$ cat src/btb_pkg.sv
// shared types and constants for the branch target buffer
package btb_pkg;

  // random replacement lfsr
  localparam int unsigned LFSR_W = 16;
  localparam logic [LFSR_W-1:0] LFSR_SEED = 16'hACE1;
  localparam logic [LFSR_W-1:0] LFSR_MASK = 16'hB400;

  // operation codes
  localparam logic OP_LOOKUP = 1'b0;
  localparam logic OP_SAVE   = 1'b1;

  // controller states
  typedef enum logic [1:0] {
    ST_IDLE,
    ST_SEARCH,
    ST_FINISH
  } btb_state_t;

  // search word handed from stage to stage
  typedef struct packed {
    logic        op;
    logic [31:0] addr;
    logic [31:0] tgt;
    logic        found;
    logic        free_seen;
    logic [31:0] hit_target;
  } btb_tok_t;

  // write request broadcast to every stage
  typedef struct packed {
    logic        en;
    logic [31:0] addr;
    logic [31:0] tgt;
  } btb_wr_t;

endpackage

$ cat src/btb_cell.sv
// one table entry with its compare stage in the search chain
module btb_cell #(
  parameter int unsigned IW  = 4,
  parameter int unsigned IDX = 0
) (
  input  logic              clk,
  input  logic              rst_n,
  input  btb_pkg::btb_tok_t tok_in,
  input  logic              tok_in_vld,
  input  logic [IW-1:0]     hit_idx_in,
  input  logic [IW-1:0]     free_idx_in,
  input  btb_pkg::btb_wr_t  wr,
  input  logic [IW-1:0]     wr_idx,
  output btb_pkg::btb_tok_t tok_out,
  output logic              tok_out_vld,
  output logic [IW-1:0]     hit_idx_out,
  output logic [IW-1:0]     free_idx_out
);

  localparam logic [IW-1:0] MY_IDX = IW'(IDX);

  logic              valid_r;
  logic [31:0]       branch_r;
  logic [31:0]       target_r;
  btb_pkg::btb_tok_t tok_r;
  btb_pkg::btb_tok_t tok_nxt;
  logic              tok_vld_r;
  logic [IW-1:0]     hit_idx_r;
  logic [IW-1:0]     hit_idx_nxt;
  logic [IW-1:0]     free_idx_r;
  logic [IW-1:0]     free_idx_nxt;
  logic              match;
  logic              wr_here;

  assign match   = valid_r && (branch_r == tok_in.addr);
  assign wr_here = wr.en && (wr_idx == MY_IDX);

  // first match and first free entry win
  always_comb begin
    tok_nxt      = tok_in;
    hit_idx_nxt  = hit_idx_in;
    free_idx_nxt = free_idx_in;
    if (!tok_in.found && match) begin
      tok_nxt.found      = 1'b1;
      tok_nxt.hit_target = target_r;
      hit_idx_nxt        = MY_IDX;
    end
    if (!tok_in.free_seen && !valid_r) begin
      tok_nxt.free_seen = 1'b1;
      free_idx_nxt      = MY_IDX;
    end
  end

  // control: entry valid and word valid
  always_ff @(posedge clk) begin
    if (!rst_n) begin
      valid_r   <= 1'b0;
      tok_vld_r <= 1'b0;
    end else begin
      tok_vld_r <= tok_in_vld;
      if (wr_here) begin
        valid_r <= 1'b1;
      end
    end
  end

  // payload: entry contents and search word
  always_ff @(posedge clk) begin
    if (wr_here) begin
      branch_r <= wr.addr;
      target_r <= wr.tgt;
    end
    if (tok_in_vld) begin
      tok_r      <= tok_nxt;
      hit_idx_r  <= hit_idx_nxt;
      free_idx_r <= free_idx_nxt;
    end
  end

  assign tok_out      = tok_r;
  assign tok_out_vld  = tok_vld_r;
  assign hit_idx_out  = hit_idx_r;
  assign free_idx_out = free_idx_r;

endmodule

$ cat src/btb_lfsr.sv
// replacement lfsr and its value modulo the entry count
module btb_lfsr #(
  parameter int unsigned ENTRIES = 16
) (
  input  logic                       clk,
  input  logic                       rst_n,
  input  logic                       step,
  output logic [$clog2(ENTRIES)-1:0] victim,
  output logic                       ready
);

  localparam int unsigned IW = $clog2(ENTRIES);
  localparam int unsigned LW = btb_pkg::LFSR_W;
  localparam int unsigned RW = LW + 1;
  localparam int unsigned PW = LW + RW;
  localparam int unsigned SH = LW + IW;
  // rounded-up reciprocal, gives the exact quotient for every lfsr value
  localparam logic [RW-1:0] RECIP =
    RW'(((64'd1 << SH) + 64'(ENTRIES - 1)) / 64'(ENTRIES));
  localparam logic [LW-1:0] N = LW'(ENTRIES);

  logic [LW-1:0] lfsr_r;
  logic [LW-1:0] lfsr_nxt;
  logic [PW-1:0] prod;
  logic [LW-1:0] quo_r;
  logic [LW-1:0] quo_nxt;
  logic [LW-1:0] back;
  logic [IW-1:0] rem_r;
  logic [IW-1:0] rem_nxt;
  logic          quo_ok_r;
  logic          rem_ok_r;

  // galois step, only on a replacement
  assign lfsr_nxt = step ? ((lfsr_r >> 1) ^ (lfsr_r[0] ? btb_pkg::LFSR_MASK : '0)) : lfsr_r;

  // quotient by reciprocal multiply, remainder from the registered quotient
  assign prod    = PW'(lfsr_r) * PW'(RECIP);
  assign quo_nxt = LW'(prod >> SH);
  assign back    = quo_r * N;
  assign rem_nxt = IW'(lfsr_r - back);

  // lfsr and the flags that track which stage matches it
  always_ff @(posedge clk) begin
    if (!rst_n) begin
      lfsr_r   <= btb_pkg::LFSR_SEED;
      quo_ok_r <= 1'b0;
      rem_ok_r <= 1'b0;
    end else begin
      lfsr_r   <= lfsr_nxt;
      quo_ok_r <= !step;
      rem_ok_r <= !step && quo_ok_r;
    end
  end

  // quotient and remainder registers
  always_ff @(posedge clk) begin
    quo_r <= quo_nxt;
    rem_r <= rem_nxt;
  end

  assign ready  = rem_ok_r;
  assign victim = rem_r;

endmodule

$ cat src/branch_target_buffer_core.sv
// fully associative branch target buffer built as a row of entry stages
//
//  channel  direction  handshake            payload
//  in_      slave      in_tvalid/in_tready  tdata: branch_addr, new_target; tuser: op
//  out_     master     out_tvalid/out_tready tdata: target_out, slot; tuser: hit, evicted
//
// the search word walks the stage row one entry per cycle, then the finish
// state writes the result and, on a save that missed, the table.
// the replacement victim is ready once the quotient and remainder registers have
// caught up after the previous replacement or after reset, so it never holds up an item.
// reset clears all entry valid bits at once; there is no clearing pass.
// the result sits in an output register; the next item is taken while it
// waits, and finishing stalls only while that register is still full.
module branch_target_buffer_core #(
  parameter int unsigned ENTRIES = 16
) (
  input  logic        clk,
  input  logic        rst_n,
  input  logic        in_tvalid,
  output logic        in_tready,
  input  logic [63:0] in_tdata,   // [31:0] branch_addr, [63:32] new_target
  input  logic [0:0]  in_tuser,   // [0] op
  output logic        out_tvalid,
  input  logic        out_tready,
  output logic [39:0] out_tdata,  // [31:0] target_out, [35:32] slot, [39:36] zero
  output logic [1:0]  out_tuser   // [0] hit, [1] evicted
);

  localparam int unsigned IW = $clog2(ENTRIES);

  btb_pkg::btb_state_t state_r;
  btb_pkg::btb_state_t state_nxt;

  btb_pkg::btb_tok_t tok   [ENTRIES+1];
  logic              vld   [ENTRIES+1];
  logic [IW-1:0]     hidx  [ENTRIES+1];
  logic [IW-1:0]     fidx  [ENTRIES+1];

  btb_pkg::btb_tok_t last;
  btb_pkg::btb_wr_t  wr;
  logic [IW-1:0]     wr_idx;
  logic [IW-1:0]     victim;
  logic              victim_ok;
  logic              in_acc;
  logic              need_evict;
  logic              commit;
  logic              lfsr_step;

  logic              out_valid_r;
  logic              out_hit_r;
  logic              out_evict_r;
  logic [31:0]       out_target_r;
  logic [3:0]        out_slot_r;
  logic [31:0]       target_nxt;
  logic [3:0]        slot_nxt;

  assign in_acc = in_tvalid && in_tready;

  // search word entering the first stage
  always_comb begin
    tok[0]            = '0;
    tok[0].op         = in_tuser[0];
    tok[0].addr       = in_tdata[31:0];
    tok[0].tgt        = in_tdata[63:32];
    vld[0]            = in_acc;
    hidx[0]           = '0;
    fidx[0]           = '0;
  end

  // row of entry stages
  for (genvar i = 0; i < ENTRIES; i++) begin : g_row
    btb_cell #(
      .IW  (IW),
      .IDX (i)
    ) u_cell (
      .clk          (clk),
      .rst_n        (rst_n),
      .tok_in       (tok[i]),
      .tok_in_vld   (vld[i]),
      .hit_idx_in   (hidx[i]),
      .free_idx_in  (fidx[i]),
      .wr           (wr),
      .wr_idx       (wr_idx),
      .tok_out      (tok[i+1]),
      .tok_out_vld  (vld[i+1]),
      .hit_idx_out  (hidx[i+1]),
      .free_idx_out (fidx[i+1])
    );
  end

  assign last = tok[ENTRIES];

  btb_lfsr #(
    .ENTRIES (ENTRIES)
  ) u_lfsr (
    .clk    (clk),
    .rst_n  (rst_n),
    .step   (lfsr_step),
    .victim (victim),
    .ready  (victim_ok)
  );

  // decision at the end of the row
  assign need_evict = !last.found && (last.op == btb_pkg::OP_SAVE) && !last.free_seen;
  assign wr_idx     = last.free_seen ? fidx[ENTRIES] : victim;

  always_comb begin
    state_nxt = state_r;
    in_tready = 1'b0;
    commit    = 1'b0;
    unique case (state_r)
      btb_pkg::ST_IDLE: begin
        in_tready = 1'b1;
        if (in_tvalid) begin
          state_nxt = btb_pkg::ST_SEARCH;
        end
      end
      btb_pkg::ST_SEARCH: begin
        if (vld[ENTRIES]) begin
          state_nxt = btb_pkg::ST_FINISH;
        end
      end
      btb_pkg::ST_FINISH: begin
        if ((!out_valid_r || out_tready) && (!need_evict || victim_ok)) begin
          commit    = 1'b1;
          state_nxt = btb_pkg::ST_IDLE;
        end
      end
      default: state_nxt = btb_pkg::ST_IDLE;
    endcase
  end

  always_ff @(posedge clk) begin
    if (!rst_n) begin
      state_r <= btb_pkg::ST_IDLE;
    end else begin
      state_r <= state_nxt;
    end
  end

  // table write on a save that missed
  assign wr.en     = commit && !last.found && (last.op == btb_pkg::OP_SAVE);
  assign wr.addr   = last.addr;
  assign wr.tgt    = last.tgt;
  assign lfsr_step = commit && need_evict;

  // result fields
  always_comb begin
    priority if (last.found) begin
      target_nxt = last.hit_target;
      slot_nxt   = 4'(hidx[ENTRIES]);
    end else if (last.op == btb_pkg::OP_LOOKUP) begin
      target_nxt = last.addr;
      slot_nxt   = '0;
    end else begin
      target_nxt = '0;
      slot_nxt   = 4'(wr_idx);
    end
  end

  // output register
  always_ff @(posedge clk) begin
    if (!rst_n) begin
      out_valid_r <= 1'b0;
    end else if (commit) begin
      out_valid_r <= 1'b1;
    end else if (out_tready) begin
      out_valid_r <= 1'b0;
    end
  end

  always_ff @(posedge clk) begin
    if (commit) begin
      out_hit_r    <= last.found;
      out_evict_r  <= need_evict;
      out_target_r <= target_nxt;
      out_slot_r   <= slot_nxt;
    end
  end

  assign out_tvalid = out_valid_r;
  assign out_tdata  = {4'b0000, out_slot_r, out_target_r};
  assign out_tuser  = {out_evict_r, out_hit_r};

  // checks
  a_accept_starts_search: assert property (@(posedge clk) disable iff (!rst_n)
    in_acc |=> (state_r == btb_pkg::ST_SEARCH))
    else $error("accepted word did not start a search");

  a_row_end_in_search: assert property (@(posedge clk) disable iff (!rst_n)
    vld[ENTRIES] |-> (state_r == btb_pkg::ST_SEARCH))
    else $error("search word left the row outside a search");

  a_result_from_finish: assert property (@(posedge clk) disable iff (!rst_n)
    $rose(out_tvalid) |-> $past(state_r == btb_pkg::ST_FINISH))
    else $error("result appeared without a finished search");

  a_evict_needs_victim: assert property (@(posedge clk) disable iff (!rst_n)
    lfsr_step |-> victim_ok && wr.en)
    else $error("replacement without a ready victim");

endmodule
$ cat config.mk
export PLATFORM = sky130hd
export DESIGN_NAME = branch_target_buffer_core
export DESIGN_NICKNAME = d
export VERILOG_FILES = /design/src/btb_pkg.sv /design/src/btb_cell.sv /design/src/btb_lfsr.sv /design/src/branch_target_buffer_core.sv
export SDC_FILE = /design/constraint.sdc
export NUM_CORES = 2
export LEC_CHECK = 0
export BUFFER_PORTS_ARGS = -buffer_cell sky130_fd_sc_hd__buf_2
export CORE_AREA = 2 2 424 426
export DETAILED_ROUTE_END_ITERATION = 12
export DIE_AREA = 0 0 426 428
export PLACE_DENSITY = 0.73
export SLEW_MARGIN = 20
export SYNTH_ARGS = -nofsm -noshare
export SYNTH_HDL_FRONTEND = slang
export SYNTH_SLANG_ARGS = --single-unit
export TNS_END_PERCENT = 1
$ cat constraint.sdc
create_clock -name clk -period 5.2 [get_ports clk]
set_input_delay 1.04 -clock clk [delete_from_list [all_inputs] [get_ports clk]]
set_output_delay 1.04 -clock clk [all_outputs]
set_load 0.01 [all_outputs]
== Word-level counts from Yosys, hierarchy flattened ==
Cells that the tools add are included.
Storage, ports and cells
  bits in writable memories: 0
  memories: 0
  ROM bits: 0
  output and inout port bits: 44
  input port bits: 69
  latch bits: 0
  word-level logic and storage cells: 396
  bits in registers: 2801
Operators by class
  bitwise logic cells: 1
  shift-type cells: 0
  div/mod/pow operators: 0
  multiplexer cells: 32
  add/subtract/negate cells: 1
  equality and inequality tests: 36
  $mul: 0
  reductions and logical operators: 126
  magnitude comparators: 0
Operators by type and width (count)
  $mux W32: 17
  $eq A32 B32 Y1: 16
  $logic_and A1 B1 Y1: 70
  $logic_not A1 Y1: 50
  $eq A4 B4 Y1 const B: 8
  $eq A4 B3 Y1 const B: 4
  $mux W16: 1
  $xor A15 B16 Y16: 1
  $mux W4: 3
  $eq A4 B2 Y1 const B: 2
  $mux W1: 7
  $mux W2: 3
  $pmux W2 S3: 1
  $eq A4 B1 Y1 const B: 1
  $logic_not A4 Y1: 1
  $ne A2 B2 Y1 const B: 2
  $sub A4 B1 Y4 const B: 1
  $reduce_and A3 Y1: 1
  $eq A2 B1 Y1 const B: 1
  $eq A2 B2 Y1 const B: 1
  $logic_not A2 Y1: 1
  $logic_or A1 B1 Y1: 2
  $ne A2 B1 Y1 const B: 1
  $reduce_bool A2 Y1: 1

== Depth between registers and ports, before layout ==
  word-level depth: 11
  depth in mapped cells: 8
  depth with buffers taken out: 5

== By module ==
From an unflattened synthesis, not the netlist that was laid out.
Unflattened totals
  cell total of the unflattened synthesis: 4465
  area, all modules: 100729.1 um^2
Modules (own cells, without submodules)
  btb_cell (g_row[0].u_cell ...): area an instance 6134.6 um^2, seq. area each 5175.0 um^2, times used 7, cells an instance 267
  btb_cell (g_row[11].u_cell ...): area an instance 6135.9 um^2, seq. area each 5175.0 um^2, times used 4, cells an instance 267
  btb_cell (g_row[13].u_cell ...): area an instance 6132.1 um^2, seq. area each 5175.0 um^2, times used 4, cells an instance 267
  btb_cell (g_row[15].u_cell): area an instance 6134.6 um^2, seq. area each 5175.0 um^2, times used 1, cells an instance 268
  branch_target_buffer_core: area an instance 1821.7 um^2, seq. area each 1201.2 um^2, times used 1, cells an instance 128
  btb_lfsr: area an instance 758.2 um^2, seq. area each 440.4 um^2, times used 1, cells an instance 64

== Least setup slack after synthesis ==
OpenSTA, ideal clock, no wires.
  kind: input to register
  start: in out_tready
  end: reg u_lfsr.lfsr_r[10]
  arrival: 5.075 ns
  library setup time: 0.141 ns
  path slack: -0.016 ns
  buffers on the path: 1
  required time: 5.059 ns
  stages: 6
  cell sequence: nor2b_1 -> nor3_1 -> nand2_1 -> clkbuf_1 -> nand2_1 -> o211ai_1
Between the ends
  longest elaborated chain between the ends: 5
Ends and longest elaborated chain
  start: declaration: line branch_target_buffer_core.sv:24  | input logic out_tready,
  $logic_or A1 B1 Y1: line branch_target_buffer_core.sv:124  | if ((!out_valid_r || out_tready) && (!need_evict || victim_ok)) begin
  $logic_and A1 B1 Y1: line branch_target_buffer_core.sv:124
  $mux W1: line branch_target_buffer_core.sv:124
  $mux W1: line branch_target_buffer_core.sv:111  | unique case (state_r)
  named net commit: line branch_target_buffer_core.sv:46  | logic commit;
  $logic_and A1 B1 Y1: line branch_target_buffer_core.sv:145  | assign lfsr_step = commit && need_evict;
  end signal: assignment: line btb_lfsr.sv:45  | lfsr_r <= btb_pkg::LFSR_SEED;
  end signal: assignment: line btb_lfsr.sv:49  | lfsr_r <= lfsr_nxt;
  end: declaration: line btb_lfsr.sv:22  | logic [LW-1:0] lfsr_r;
The timed path passes the listed nets, and every way through them passes these cells.
A chain may end at the register's enable or synchronous reset.

== Final worst setup path ==
  start: reg g_row[15].u_cell.tok_r (netlist bit g_row[15].u_cell.tok_out[32])
  end: reg g_row[1].u_cell.valid_r
Between the ends
  longest elaborated chain between the ends: 10
  elaborated cells between the ends (all ways): 12
  those cells by class: eq/ne: 1; mux: 3; reduce/logical: 8
Ends and longest elaborated chain
  start: declaration: line btb_cell.sv:25  | btb_pkg::btb_tok_t tok_r;
  start signal: assignment: line btb_cell.sv:74  | tok_r <= tok_nxt;
  $logic_not A1 Y1: line branch_target_buffer_core.sv:104  | assign need_evict = !last.found && (last.op == btb_pkg::OP_SAVE) && !last.free_seen;
  $logic_and A1 B1 Y1: line branch_target_buffer_core.sv:104
  $logic_not A1 Y1: line branch_target_buffer_core.sv:124
  $logic_or A1 B1 Y1: line branch_target_buffer_core.sv:124
  $logic_and A1 B1 Y1: line branch_target_buffer_core.sv:124
  $mux W1: line branch_target_buffer_core.sv:124
  $mux W1: line branch_target_buffer_core.sv:111
  $logic_and A1 B1 Y1 (2 in a row): line branch_target_buffer_core.sv:142  | assign wr.en = commit && !last.found && (last.op == btb_pkg::OP_SAVE);
  $logic_and A1 B1 Y1 *: line btb_cell.sv:36  | assign wr_here = wr.en && (wr_idx == MY_IDX);
  named net g_row[1].u_cell.wr_here: line btb_cell.sv:33  | logic wr_here;
  end signal: assignment: line btb_cell.sv:57  | valid_r <= 1'b0;
  end signal: assignment: line btb_cell.sv:62  | valid_r <= 1'b1;
  end: declaration: line btb_cell.sv:22  | logic valid_r;
Mark *: on every way through the listed nets, which the timed path passes. The rest lies on a longest branch.

==> flow_metrics.tcl <==
set metrics [dict create \
    power.density_nw_per_um2 393 \
    max_freq_ghz 0.282 \
    drv_slew 0 \
    critPathMaxFanout 65 \
    hp-start "in_tdata[46]" \
    grt_usage 0.192 \
    synth_top_area_share 0.847 \
    cp_top_family "simple AND/OR/NAND/NOR gates" \
    p_total_mw 43.2 \
    grt_pass1_wl_um 261000 \
    path_clk_slew_ps 60 \
    ff2ff_path_depth 8 \
    ys_seq_area_frac 0.859 \
    timing.rr.end "g_row[1].u_cell.valid_r$_SDFFE_PN0P_" \
    critPathMaxStageDelay_ps 950 \
    worst_setup_path_end_kind "flop" \
    wire_per_inst_um 23.5 \
    tightest_slew_ps 1120 \
    met2_length_um 81300 \
    grt_max_degree 71 \
    drive_gt1_frac 0.216 \
    synth_top_area_cell "edfxtp_1" \
    routed_wl_um 173000 \
    syn2layout_area_growth_pct 12.7 \
    clk_latency_ps 920 \
    worstReg2RegStart "g_row[15].u_cell.tok_out[32]$_SDFFCE_PP1P_" \
    hold_buffers 0 \
    ys_top_cells_by_count "edfxtp_1, mux2_2, xnor2_1" \
    dp_slack_ps 1470 \
    whs_ps 316 \
    critPathKind "reg -> reg" \
    yosys_most_used_dff "edfxtp_1" \
    top_layer "met5" \
    min_period_over_period 0.683 \
    ys_warn_count 0 \
    drt_iter0_drc 3757 \
    required_ps 5980 \
    crit_chain "nor4b_1 > nor4_2 > buf_4 > o21ai_1 > buf_4 > nor2_4 > buf_4 > o21a_1" \
    hp-class "in -> reg" \
    num_rows 155 \
    dp.cells 6910 \
    synth_area_um2 97300 \
    hpwl_um 113000 \
    ios 113 \
    path_buf_inv 3 \
    ctsResizeCount 0 \
    synth_seq_cells 2801 \
    cellLeakagePower_nw 34.7 \
    via_per_inst 5.41 \
    dr_total_vias 39950 \
    reg2reg_slack_ps 1650 \
    whs_path_depth 1 \
    drc 0 \
    initial_core_util 0.548 \
    start_kind "flop" \
    cp.arrival_ps 4330 \
    io_buffers 108 \
    grt_pass1_vias 40503 \
    cpMostUsedCell "buf_4" \
    clk_path_buf_depth 4 \
    cts_buffers 278 \
    holdPathEnd "g_row[0].u_cell.tok_out[48]$_DFFE_PP_" \
    status "finished, final reports clean" \
    core_area_um2 178000 \
    clkSinkCount 2801 \
    max-slew-margin-rel 0.254 \
    cts_max_level 5 \
    synth_cell_types 49 \
    wl_met3_um 10300 \
    finalNetCount 4906 \
    antenna_found_initial 8 \
    fillers 11722 \
    finalSetupViolCount 0 \
    async_flop_share 0 \
    finClkSkew_ps 70.7 \
    synth.avg_cell_area_um2 21.9 \
    slowest_stage "nor4b_1" \
    die_w_um 426 \
    rsz0062_at_grt "false" \
    wl_met1_um 75900 \
    dr.pass1.iters 5 \
    yosys-top-cells-area "edfxtp_1, mux2_2, xnor2_1, dfxtp_1, nand4_1" \
    postRouteAntennaNets 0 \
    synth_most_common_cell "edfxtp_1" \
    synthCells 4440 \
    cap_violations 0 \
    overflow 0 \
    layout.cells.non_filler 7380 \
    fin_setup_tns_ps 0 \
    cts_tree "yes" \
    setup_slack_ps 1650 \
    post-cts-setup-buffers 0 \
    dieHeight_um 428 \
    peakVddDrop_mv 0.339 \
    synth-edff-count 2744 \
    period_needed_ps 3550 \
    place.gp.congestion 0.842 \
    cts_root_buf "clkbuf_16" \
    finalHoldViolCount 0 \
    dieArea_um2 182000 \
]
==> per-layer routing <==
metal,global-route usage,up-vias
li1,-,18114
met1,0.279,20195
met2,0.298,1307
met3,0.0316,332
met4,0.0707,2
met5,0,-
==> worst max path at each step <==
stage | from | endpoint | slack [ps] | cells after the start
2_1_floorplan | out_tready | g_row[0].u_cell.branch_r[0]$_DFFE_PP_ | 150 | 4
3_3_place_gp | out_tready | g_row[0].u_cell.branch_r[1]$_DFFE_PP_ | 1360 | 8
3_5_place_dp | out_tready | g_row[0].u_cell.branch_r[1]$_DFFE_PP_ | 1470 | 8
4_1_cts | g_row[15].u_cell.tok_out[32]$_SDFFCE_PP1P_ | g_row[1].u_cell.valid_r$_SDFFE_PN0P_ | 1660 | 8
5_1_grt | g_row[15].u_cell.tok_out[32]$_SDFFCE_PP1P_ | g_row[1].u_cell.valid_r$_SDFFE_PN0P_ | 1450 | 8
6_report | g_row[15].u_cell.tok_out[32]$_SDFFCE_PP1P_ | g_row[1].u_cell.valid_r$_SDFFE_PN0P_ | 1650 | 8
==> area by class of cell <==
class | instances | area (µm²) | share of cell area
Inverter | 17 | 63.8 | 0.000582
Clock buffer | 361 | 7400 | 0.0674
Clock inverter | 103 | 833 | 0.00760
Sequential cell | 2801 | 83600 | 0.762
Timing Repair Buffer | 187 | 1240 | 0.0113
Tap cell | 2355 | 2950 | 0.0269
Multi-Input combinational cell | 1552 | 13600 | 0.124
Antenna cell | 4 | 10.0 | 0.0000913
==> report_power, final <==
group	switching, mW	internal (mW)
sequential	0.0782	24.6
clock	7.70	10.6
combinational	0.106	0.0762
total	7.88	35.3
==> flip-flops by register name, indices dropped and copies added, names as in the netlist <==
signal,cells
out_evict_r,1
g_row.u_cell.hit_idx_out,49
out_target_r,32
out_slot_r,4
g_row.u_cell.valid_r,16
out_hit_r,1
u_lfsr.victim,4
g_row.u_cell.tok_out,1584
out_tvalid,1
u_lfsr.lfsr_r,16
g_row.u_cell.free_idx_out,49
g_row.u_cell.branch_r,512
g_row.u_cell.tok_out_vld,16
g_row.u_cell.target_r,512
u_lfsr.ready,1
state_r,2
u_lfsr.quo_ok_r,1
==> kinds of logic (layout without fill, tap and decap cells) <==
| kind of cell | Yosys count | after routing | synth area share |
|---|---|---|---|
| buf+inv | 90 | 668 | 0.00401 |
| compound gates | 87 | 87 | 0.00703 |
| mux | 483 | 483 | 0.0568 |
| xor+xnor | 505 | 505 | 0.0455 |
| flops | 2801 | 2801 | 0.859 |
| simple gates | 473 | 473 | 0.0280 |
| other cells | 1 | 8 | 0.0000385 |
==> stage by stage <==
stage                util  area (µm²)
floorplan               -       97300
global placement    0.571      101000
detailed placement  0.571      101000
CTS                 0.617      110000
global route        0.617      110000
finish              0.617      110000
==> cells in the final DEF, fill, tap and decap left out, types with 19 or more instances in the layout <==
cell type,count
edfxtp_1,2744
xnor2_1,455
mux2_2,455
clkbuf_16,284
nand4_1,111
buf_2,107
clkbuf_1,77
buf_4,71
and2_1,67
nand2b_1,61
xor2_1,50
clkinv_1,47
nand2_1,43
dfxtp_1,42
nor2_1,36
a22o_1,31
clkinv_2,31
or2_2,26
mux2_4,25
nand3_1,21
nor2b_1,20
nor3_1,19
Note: power is estimated with default switching activity, not from simulation.
